`config.mk`:
```
export PLATFORM = sky130hd
export DESIGN_NAME = exact_integer_nth_root
export DESIGN_NICKNAME = d
export VERILOG_FILES = /design/src/rtl/core/einr_pkg.sv /design/src/rtl/core/exact_integer_nth_root.sv /design/src/rtl/core/einr_mul.sv /design/src/rtl/core/einr_dp.sv /design/src/rtl/core/einr_ctrl.sv
export SDC_FILE = /design/constraint.sdc
export NUM_CORES = 2
export LEC_CHECK = 0
export BUFFER_PORTS_ARGS = -buffer_cell sky130_fd_sc_hd__buf_4
export CAP_MARGIN = 10
export CELL_PAD_IN_SITES_DETAIL_PLACEMENT = 0
export CELL_PAD_IN_SITES_GLOBAL_PLACEMENT = 2
export CORE_MARGIN = 3
export CORE_UTILIZATION = 30
export DETAILED_ROUTE_END_ITERATION = 8
export GPL_ROUTABILITY_DRIVEN = 0
export PLACE_DENSITY_LB_ADDON = 0.1
export SYNTH_ARGS = -nofsm -noshare
export SYNTH_HDL_FRONTEND = slang
export SYNTH_SLANG_ARGS = --single-unit
export TNS_END_PERCENT = 30
```
`constraint.sdc`:
```
create_clock -name clk -period 7.75 [get_ports clk]
set_input_delay 0 -clock clk [delete_from_list [all_inputs] [get_ports clk]]
set_output_delay 0 -clock clk [all_outputs]
set_load 0.03 [all_outputs]
```
`src/rtl/core/einr_pkg.sv`:
```
`default_nettype none
// ----------------------------------------------------------------------------
// einr_pkg: shared types and constants for the exact integer nth root block
// Controller states, datapath command and status groups, multiplier chunking.
// ----------------------------------------------------------------------------
package einr_pkg;

	localparam int ROOT_W = 32;
	localparam int MUL_CHUNK_W = 32;

	typedef enum logic [2:0] {
		ST_IDLE,
		ST_RANGE,
		ST_TEST,
		ST_WAIT_ACC,
		ST_SHIFT,
		ST_WAIT_BASE,
		ST_FINAL,
		ST_FINISH
	} state_t;

	typedef enum logic {
		MUL_SEL_ACC,
		MUL_SEL_BASE
	} mul_sel_t;

	typedef struct packed {
		logic     load;
		logic     setup;
		logic     mul_start;
		mul_sel_t mul_sel;
		logic     acc_wr;
		logic     base_wr;
		logic     e_shift;
		logic     go_left;
		logic     go_right;
		logic     set_hit;
		logic     out_load;
	} dp_cmd_t;

	typedef struct packed {
		logic range_ok;
		logic e_zero;
		logic e_lsb;
		logic e_last;
		logic prod_gt;
		logic acc_eq;
		logic mid_eq_hi;
		logic mul_done;
	} dp_stat_t;

endpackage

`default_nettype wire

```
`src/rtl/core/exact_integer_nth_root.sv`:
```
`default_nettype none
// ----------------------------------------------------------------------------
// exact_integer_nth_root: exact integer nth root by bisection
// Bisects 1..radicand; each candidate is raised to the exponent by
// square-and-multiply with an early exit once a product exceeds the radicand.
//
// Channel   Direction  Handshake              Payload
// input     in         in_valid / in_stall    exponent, radicand
// output    out        out_valid / out_stall  root, found
//
// One item at a time. Each bisection step examines the exponent bits, with up
// to two multiplies per exponent bit; an item takes at most VALUE_WIDTH such
// steps. All multiplies use the single shared multiplier in the datapath.
// A finished result waits in the output register while the next item is taken.
// Reset clears the controller and the result valid flag.
// ----------------------------------------------------------------------------
module exact_integer_nth_root #(
	parameter int VALUE_WIDTH    = 32,
	parameter int EXPONENT_WIDTH = 8
) (
	input  wire logic                      clk,
	input  wire logic                      arst_n,
	input  wire logic                      in_valid,
	output logic                           in_stall,
	input  wire logic [EXPONENT_WIDTH-1:0] exponent,
	input  wire logic [VALUE_WIDTH-1:0]    radicand,
	output logic                           out_valid,
	input  wire logic                      out_stall,
	output logic [einr_pkg::ROOT_W-1:0]    root,
	output logic                           found
);
	import einr_pkg::*;

	dp_cmd_t  cmd;
	dp_stat_t stat;

	einr_ctrl u_ctrl (
		.clk(clk),
		.arst_n(arst_n),
		.in_valid(in_valid),
		.in_stall(in_stall),
		.out_valid(out_valid),
		.out_stall(out_stall),
		.stat(stat),
		.cmd(cmd)
	);

	einr_dp #(
		.VALUE_WIDTH(VALUE_WIDTH),
		.EXPONENT_WIDTH(EXPONENT_WIDTH)
	) u_dp (
		.clk(clk),
		.arst_n(arst_n),
		.cmd(cmd),
		.exponent(exponent),
		.radicand(radicand),
		.stat(stat),
		.root(root),
		.found(found)
	);

endmodule

`default_nettype wire

```
`src/rtl/core/einr_mul.sv`:
```
`default_nettype none
// ----------------------------------------------------------------------------
// einr_mul: multi-cycle unsigned multiplier
// Forms the full product from 32 by 32 bit partial products, one per cycle,
// each registered before it is accumulated.
// ----------------------------------------------------------------------------
module einr_mul #(
	parameter int W = 32
) (
	input  wire logic             clk,
	input  wire logic             arst_n,
	input  wire logic             start,
	input  wire logic [W-1:0]     a,
	input  wire logic [W-1:0]     b,
	output logic                  done,
	output logic [2*W-1:0]        product
);
	import einr_pkg::*;

	localparam int NC = (W + MUL_CHUNK_W - 1) / MUL_CHUNK_W;
	localparam int PW = NC * MUL_CHUNK_W;
	localparam int IW = (NC > 1) ? $clog2(NC) : 1;

	logic [PW-1:0]            a_q;
	logic [PW-1:0]            b_q;
	logic [2*PW-1:0]          acc_q;
	logic [IW-1:0]            i_q;
	logic [IW-1:0]            j_q;
	logic                     busy_q;
	logic                     done_q;
	logic [2*MUL_CHUNK_W-1:0] prod_s1;
	logic [IW:0]              sum_s1;
	logic                     pv_s1;
	logic                     last_s1;
	logic [MUL_CHUNK_W-1:0]   ca;
	logic [MUL_CHUNK_W-1:0]   cb;
	logic                     last;
	logic [2*PW-1:0]          pp_ext;

	assign ca = a_q[MUL_CHUNK_W*i_q +: MUL_CHUNK_W];
	assign cb = b_q[MUL_CHUNK_W*j_q +: MUL_CHUNK_W];
	assign last = (i_q == IW'(NC - 1)) && (j_q == IW'(NC - 1));
	assign pp_ext = (2*PW)'(prod_s1);

	always_ff @(posedge clk or negedge arst_n) begin
		if (!arst_n) begin
			busy_q <= 1'b0;
			done_q <= 1'b0;
			pv_s1 <= 1'b0;
			last_s1 <= 1'b0;
			i_q <= '0;
			j_q <= '0;
		end else begin
			done_q <= pv_s1 && last_s1;
			pv_s1 <= busy_q;
			last_s1 <= busy_q && last;
			if (start) begin
				busy_q <= 1'b1;
				i_q <= '0;
				j_q <= '0;
			end else if (busy_q) begin
				if (last) begin
					busy_q <= 1'b0;
				end else if (j_q == IW'(NC - 1)) begin
					j_q <= '0;
					i_q <= i_q + 1'b1;
				end else begin
					j_q <= j_q + 1'b1;
				end
			end
		end
	end

	always_ff @(posedge clk) begin
		if (start) begin
			a_q <= PW'(a);
			b_q <= PW'(b);
		end
		prod_s1 <= ca * cb;
		sum_s1 <= {1'b0, i_q} + {1'b0, j_q};
		if (start) begin
			acc_q <= '0;
		end else if (pv_s1) begin
			acc_q <= acc_q + (pp_ext << (sum_s1 * MUL_CHUNK_W));
		end
	end

	assign done = done_q;
	assign product = acc_q[2*W-1:0];

`ifndef ASSERT_OFF
	a_start_idle: assert property (@(posedge clk) disable iff (!arst_n)
		start |-> !busy_q)
		else $error("multiplier started while busy");
	a_start_busy: assert property (@(posedge clk) disable iff (!arst_n)
		start |=> busy_q)
		else $error("multiplier did not begin after start");
	a_done_free: assert property (@(posedge clk) disable iff (!arst_n)
		done_q |-> (!busy_q && !pv_s1))
		else $error("product reported while partial products remain");
`endif

endmodule

`default_nettype wire

```
`src/rtl/core/einr_dp.sv`:
```
`default_nettype none
// ----------------------------------------------------------------------------
// einr_dp: bisection and power datapath
// Holds the search bounds, the square-and-multiply operands and the result
// register, and compares products against the radicand.
// ----------------------------------------------------------------------------
module einr_dp #(
	parameter int VALUE_WIDTH    = 32,
	parameter int EXPONENT_WIDTH = 8
) (
	input  wire logic                      clk,
	input  wire logic                      arst_n,
	input  wire einr_pkg::dp_cmd_t         cmd,
	input  wire logic [EXPONENT_WIDTH-1:0] exponent,
	input  wire logic [VALUE_WIDTH-1:0]    radicand,
	output einr_pkg::dp_stat_t             stat,
	output logic [einr_pkg::ROOT_W-1:0]    root,
	output logic                           found
);
	import einr_pkg::*;

	logic [EXPONENT_WIDTH-1:0] n_q;
	logic [EXPONENT_WIDTH-1:0] e_q;
	logic [VALUE_WIDTH-1:0]    m_q;
	logic [VALUE_WIDTH-1:0]    lo_q;
	logic [VALUE_WIDTH-1:0]    hi_q;
	logic [VALUE_WIDTH-1:0]    mid_q;
	logic [VALUE_WIDTH-1:0]    base_q;
	logic [VALUE_WIDTH-1:0]    acc_q;
	logic [VALUE_WIDTH-1:0]    res_root_q;
	logic                      res_found_q;
	logic [VALUE_WIDTH-1:0]    out_root_q;
	logic                      out_found_q;
	logic [VALUE_WIDTH-1:0]    mid;
	logic [VALUE_WIDTH-1:0]    mul_a;
	logic [2*VALUE_WIDTH-1:0]  product;
	logic                      mul_done;

	assign mid = lo_q + ((hi_q - lo_q) >> 1);
	assign mul_a = (cmd.mul_sel == MUL_SEL_ACC) ? acc_q : base_q;

	einr_mul #(
		.W(VALUE_WIDTH)
	) u_mul (
		.clk(clk),
		.arst_n(arst_n),
		.start(cmd.mul_start),
		.a(mul_a),
		.b(base_q),
		.done(mul_done),
		.product(product)
	);

	always_ff @(posedge clk) begin
		if (cmd.load) begin
			n_q <= exponent;
			m_q <= radicand;
			lo_q <= VALUE_WIDTH'(1);
			hi_q <= radicand;
			res_root_q <= '0;
			res_found_q <= 1'b0;
		end
		if (cmd.setup) begin
			mid_q <= mid;
			base_q <= mid;
			acc_q <= VALUE_WIDTH'(1);
			e_q <= n_q;
		end
		if (cmd.acc_wr) begin
			acc_q <= product[VALUE_WIDTH-1:0];
		end
		if (cmd.base_wr) begin
			base_q <= product[VALUE_WIDTH-1:0];
		end
		if (cmd.e_shift) begin
			e_q <= e_q >> 1;
		end
		if (cmd.go_left) begin
			hi_q <= mid_q - 1'b1;
		end
		if (cmd.go_right) begin
			lo_q <= mid_q + 1'b1;
		end
		if (cmd.set_hit) begin
			res_root_q <= mid_q;
			res_found_q <= 1'b1;
		end
		if (cmd.out_load) begin
			out_root_q <= res_root_q;
			out_found_q <= res_found_q;
		end
	end

	always_comb begin
		stat.range_ok = (lo_q <= hi_q);
		stat.e_zero = (e_q == '0);
		stat.e_lsb = e_q[0];
		stat.e_last = ((e_q >> 1) == '0);
		stat.prod_gt = (product > (2*VALUE_WIDTH)'(m_q));
		stat.acc_eq = (acc_q == m_q);
		stat.mid_eq_hi = (mid_q == hi_q);
		stat.mul_done = mul_done;
	end

	assign root = ROOT_W'(out_root_q);
	assign found = out_found_q;

endmodule

`default_nettype wire

```
`src/rtl/core/einr_ctrl.sv`:
```
`default_nettype none
// ----------------------------------------------------------------------------
// einr_ctrl: sequencing controller
// Steps the bisection loop and the square-and-multiply power test, and owns
// the input and output handshakes.
// ----------------------------------------------------------------------------
module einr_ctrl (
	input  wire logic               clk,
	input  wire logic               arst_n,
	input  wire logic               in_valid,
	output logic                    in_stall,
	output logic                    out_valid,
	input  wire logic               out_stall,
	input  wire einr_pkg::dp_stat_t stat,
	output einr_pkg::dp_cmd_t       cmd
);
	import einr_pkg::*;

	state_t state_q;
	state_t state_d;
	logic   out_valid_q;

	always_ff @(posedge clk or negedge arst_n) begin
		if (!arst_n) begin
			state_q <= ST_IDLE;
			out_valid_q <= 1'b0;
		end else begin
			state_q <= state_d;
			if (cmd.out_load) begin
				out_valid_q <= 1'b1;
			end else if (!out_stall) begin
				out_valid_q <= 1'b0;
			end
		end
	end

	always_comb begin
		state_d = state_q;
		cmd = '0;
		cmd.mul_sel = MUL_SEL_ACC;
		in_stall = 1'b1;
		case (state_q)
			ST_IDLE: begin
				in_stall = 1'b0;
				if (in_valid) begin
					cmd.load = 1'b1;
					state_d = ST_RANGE;
				end
			end
			ST_RANGE: begin
				if (stat.range_ok) begin
					cmd.setup = 1'b1;
					state_d = ST_TEST;
				end else begin
					state_d = ST_FINISH;
				end
			end
			ST_TEST: begin
				if (stat.e_zero) begin
					state_d = ST_FINAL;
				end else if (stat.e_lsb) begin
					cmd.mul_start = 1'b1;
					cmd.mul_sel = MUL_SEL_ACC;
					state_d = ST_WAIT_ACC;
				end else begin
					state_d = ST_SHIFT;
				end
			end
			ST_WAIT_ACC: begin
				if (stat.mul_done) begin
					if (stat.prod_gt) begin
						cmd.go_left = 1'b1;
						state_d = ST_RANGE;
					end else begin
						cmd.acc_wr = 1'b1;
						state_d = ST_SHIFT;
					end
				end
			end
			ST_SHIFT: begin
				cmd.e_shift = 1'b1;
				if (stat.e_last) begin
					state_d = ST_FINAL;
				end else begin
					cmd.mul_start = 1'b1;
					cmd.mul_sel = MUL_SEL_BASE;
					state_d = ST_WAIT_BASE;
				end
			end
			ST_WAIT_BASE: begin
				if (stat.mul_done) begin
					if (stat.prod_gt) begin
						cmd.go_left = 1'b1;
						state_d = ST_RANGE;
					end else begin
						cmd.base_wr = 1'b1;
						state_d = ST_TEST;
					end
				end
			end
			ST_FINAL: begin
				if (stat.acc_eq) begin
					cmd.set_hit = 1'b1;
					state_d = ST_FINISH;
				end else if (stat.mid_eq_hi) begin
					state_d = ST_FINISH;
				end else begin
					cmd.go_right = 1'b1;
					state_d = ST_RANGE;
				end
			end
			ST_FINISH: begin
				if (!out_valid_q || !out_stall) begin
					cmd.out_load = 1'b1;
					state_d = ST_IDLE;
				end
			end
			default: begin
				state_d = ST_IDLE;
			end
		endcase
	end

	assign out_valid = out_valid_q;

`ifndef ASSERT_OFF
	a_busy_after_in: assert property (@(posedge clk) disable iff (!arst_n)
		(in_valid && !in_stall) |=> in_stall)
		else $error("input taken while an item is in progress");
	a_load_no_drop: assert property (@(posedge clk) disable iff (!arst_n)
		cmd.out_load |-> (!out_valid_q || !out_stall))
		else $error("result register overwritten before transfer");
	a_wait_mul: assert property (@(posedge clk) disable iff (!arst_n)
		(cmd.mul_start) |=> (state_q == ST_WAIT_ACC || state_q == ST_WAIT_BASE))
		else $error("multiply started outside a wait sequence");
`endif

endmodule

`default_nettype wire
```
==> impl_metrics.ini <==
[yosys]
synth_edf_count = 336
postSynthCellCount = 6096
post_synth_most_frequent_cells = inv_1 (971), fa_1 (899), and2_1 (677)
yosysUniqueCellTypes = 84
ys_seq_area_frac = 0.218
synth_fp_nets = 7462
synth.avg_cell_area_um2 = 9.75
yosysTopAreaCellShare = 0.303
syn_area_um2 = 59500
yosysWarningCount = 0
yosysMostFrequentCell = inv_1
ys_seq_elements = 476
async_flop_share = 0.0189
synth_top_area_cell = fa_1
ys.flop_type = edfxtp_1
synthTopCellsByArea = fa_1 (30%), edfxtp_1 (17%), ha_1 (8.9%)

[global_route]
gr-total-overflow = 0
antenna_found_initial = 7
gr-usage-all-layers = 0.203
grt_pass1_vias = 46000
grt_max_degree = 76
grt_pass1_wl_um = 309000

[place]
detailedPlace.worstSlack_ps = -387
dp.cells = 8913
dp_hpwl_um = 172000
placed_area_um2 = 66300
numPortBuffers = 78

[sta]
finalCriticalPeriod_ps = 7880
skew_ps = 34.6
max_freq_ghz = 0.127
finalCritPeriodShare = 1.02
finalSetupViolations = 10
timing.hold.ws_ps = 83.1
finalHoldViolCount = 0
worst_pin_slew_ps = 1090
fin_ws_ps = -126
rsz0062_at_grt = true
slew_headroom = 0.252
finalMaxSlewViolations = 0

[critical_path]
crit_path_max_fanout = 8
critPathMostFrequentCell = fa_1
worstSetupPathType = register to register
cp-start-kind = register
cp.buffers_inverters = 8
cp-end-kind = register
critPathTopFamily = adder cells
critical-path-max-stage-delay_ps = 600
slowest_stage = fa_1
cp.required_ps = 8330
arrival_ps = 8460

[detailed_routing]
drc_errors = 0
top_layer_used = met4
ant_nets = 0
wl_met3_um = 7740
first_pass_iters = 5
wl_met2_um = 96700
vias_per_cell = 4.72
wl_per_cell_um = 22.9
wl_um = 209000
via_count = 43000
wl_met1_um = 99400
drtIter0Drc = 2306

[clock_network]
cts_tree = done
clock-root-buffer = clkbuf_16
numClockSinks = 476
htreeDepth = 2
cts_inserted_buffers = 55
clockBufferDepth = 3
clk_latency_ps = 660
clk_pin_slew_ps = 60

[cells_and_area]
final_area_um2 = 70400
drive_gt1_frac = 0.160
final_nets = 7809
fillers = 20000
syn_to_final_growth_pct = 18.4
layout.cells.non_filler = 9116

[floorplanning]
io_pins = 79
core_area_um2 = 196000
die_w_um = 451
dieArea_um2 = 204000
die_h_um = 451
fp-row-count = 162
initial_core_util = 0.303

[outcome]
outcome = finished, violations left
violations = negative setup slack

[worst_hold_path]
hold_class = primary input to register

[flow_run]
max_cap_viol_count = 0
-- layer usage --
metal	vias to the layer above	GRT usage
met2	652	0.332
met4	0	0.0399
met3	184	0.0220
met1	22100	0.291
li1	20100	-
met5	-	0
-- state kept, by name, summed over array words and instances (netlist names), 3 cells and up --
register            cells
u_dp.u_mul.a_q         32
u_dp.acc_q             32
u_dp.root              32
u_dp.res_root_q        32
u_dp.u_mul.pp_ext      64
u_ctrl.state_q          3
u_dp.base_q            32
u_dp.hi_q              32
u_dp.lo_q              32
u_dp.u_mul.b_q         32
u_dp.n_q                8
u_dp.e_q                8
u_dp.u_mul.product     64
u_dp.mid_q             32
u_dp.m_q               32
-- per-stage QoR --
| step | TNS [ps] | utilization |
|---|---|---|
| 2_1_floorplan | 0 | - |
| 3_3_place_gp | -8310 | 0.338 |
| 3_5_place_dp | -7120 | 0.338 |
| 4_1_cts | -1520 | 0.353 |
| 5_1_grt | -6820 | 0.359 |
| 6_report | -683 | 0.359 |
-- path summary, 6_finish.rpt --
check                                       start                     to  slack [ps]  cells after the start
worst max-delay path               u_dp.u_mul.i_q  u_dp.u_mul.pp_ext[56]        -130                     29
worst min-delay path                 radicand[31]           u_dp.m_q[31]          80                      2
worst max register to register     u_dp.u_mul.i_q  u_dp.u_mul.pp_ext[56]        -130                     29
worst min register to register  u_dp.u_mul.busy_q       u_dp.u_mul.pv_s1         390                      0
max in group asynchronous                  arst_n       u_dp.u_mul.pv_s1        6680                      3
min in group asynchronous                  arst_n      u_ctrl.state_q[2]         530                      3
-- cell type report --
cell class	count	area (um^2)	share of cell area
Inverter	972	3650	0.0519
Antenna cell	3	7.51	0.000107
Clock inverter	37	378	0.00537
Tap cell	2624	3280	0.0466
Sequential cell	476	12900	0.184
Timing Repair Buffer	612	5960	0.0847
Clock buffer	66	1440	0.0204
Multi-Input combinational cell	4326	42700	0.607
-- kinds of logic (layout without fill, tap and decap cells) --
kind of cell / Yosys count / after routing / synth area share
compound gates: 700 / 700 / 0.0764
xor+xnor: 284 / 284 / 0.0418
fa+ha+maj: 1322 / 1322 / 0.392
buf+inv: 1294 / 1687 / 0.0823
flops: 476 / 476 / 0.218
mux: 143 / 143 / 0.0264
other cells: 0 / 3 / 0
simple gates: 1877 / 1877 / 0.164
-- repair_timing --
action,CTS,global route
pin swaps,29,72
setup endpoints to repair,36,37
cloned,1,7
hold endpoints to repair,99,0
gates resized for setup,111,191
setup buffers,18,27
hold buffers,44,0
-- cells in the final DEF, fill, tap and decap left out, types with 19 or more instances in the layout --
master / n
dfxtp_1: 130
o21ai_0: 111
inv_2: 21
mux2_2: 102
buf_12: 76
nor2_1: 176
xor2_1: 143
nor2b_1: 52
ha_1: 403
nor3_1: 29
clkbuf_16: 62
mux2i_1: 39
nand2b_1: 23
a21oi_1: 188
edfxtp_1: 336
buf_6: 32
xnor2_1: 134
fa_2: 54
o21bai_1: 44
o21a_1: 25
and2_4: 19
o21ai_1: 20
and2_1: 658
inv_1: 949
nand2_1: 617
dlygate4sd3_1: 44
a21o_1: 108
nor4_1: 38
fa_1: 845
a21oi_2: 22
nor2b_4: 19
and3_1: 28
buf_4: 445
or3_1: 21
nand3_1: 47
nand4_1: 63
Power is not shown: default switching activity piles up to over one toggle a cycle in this logic, so the estimate is an artifact.
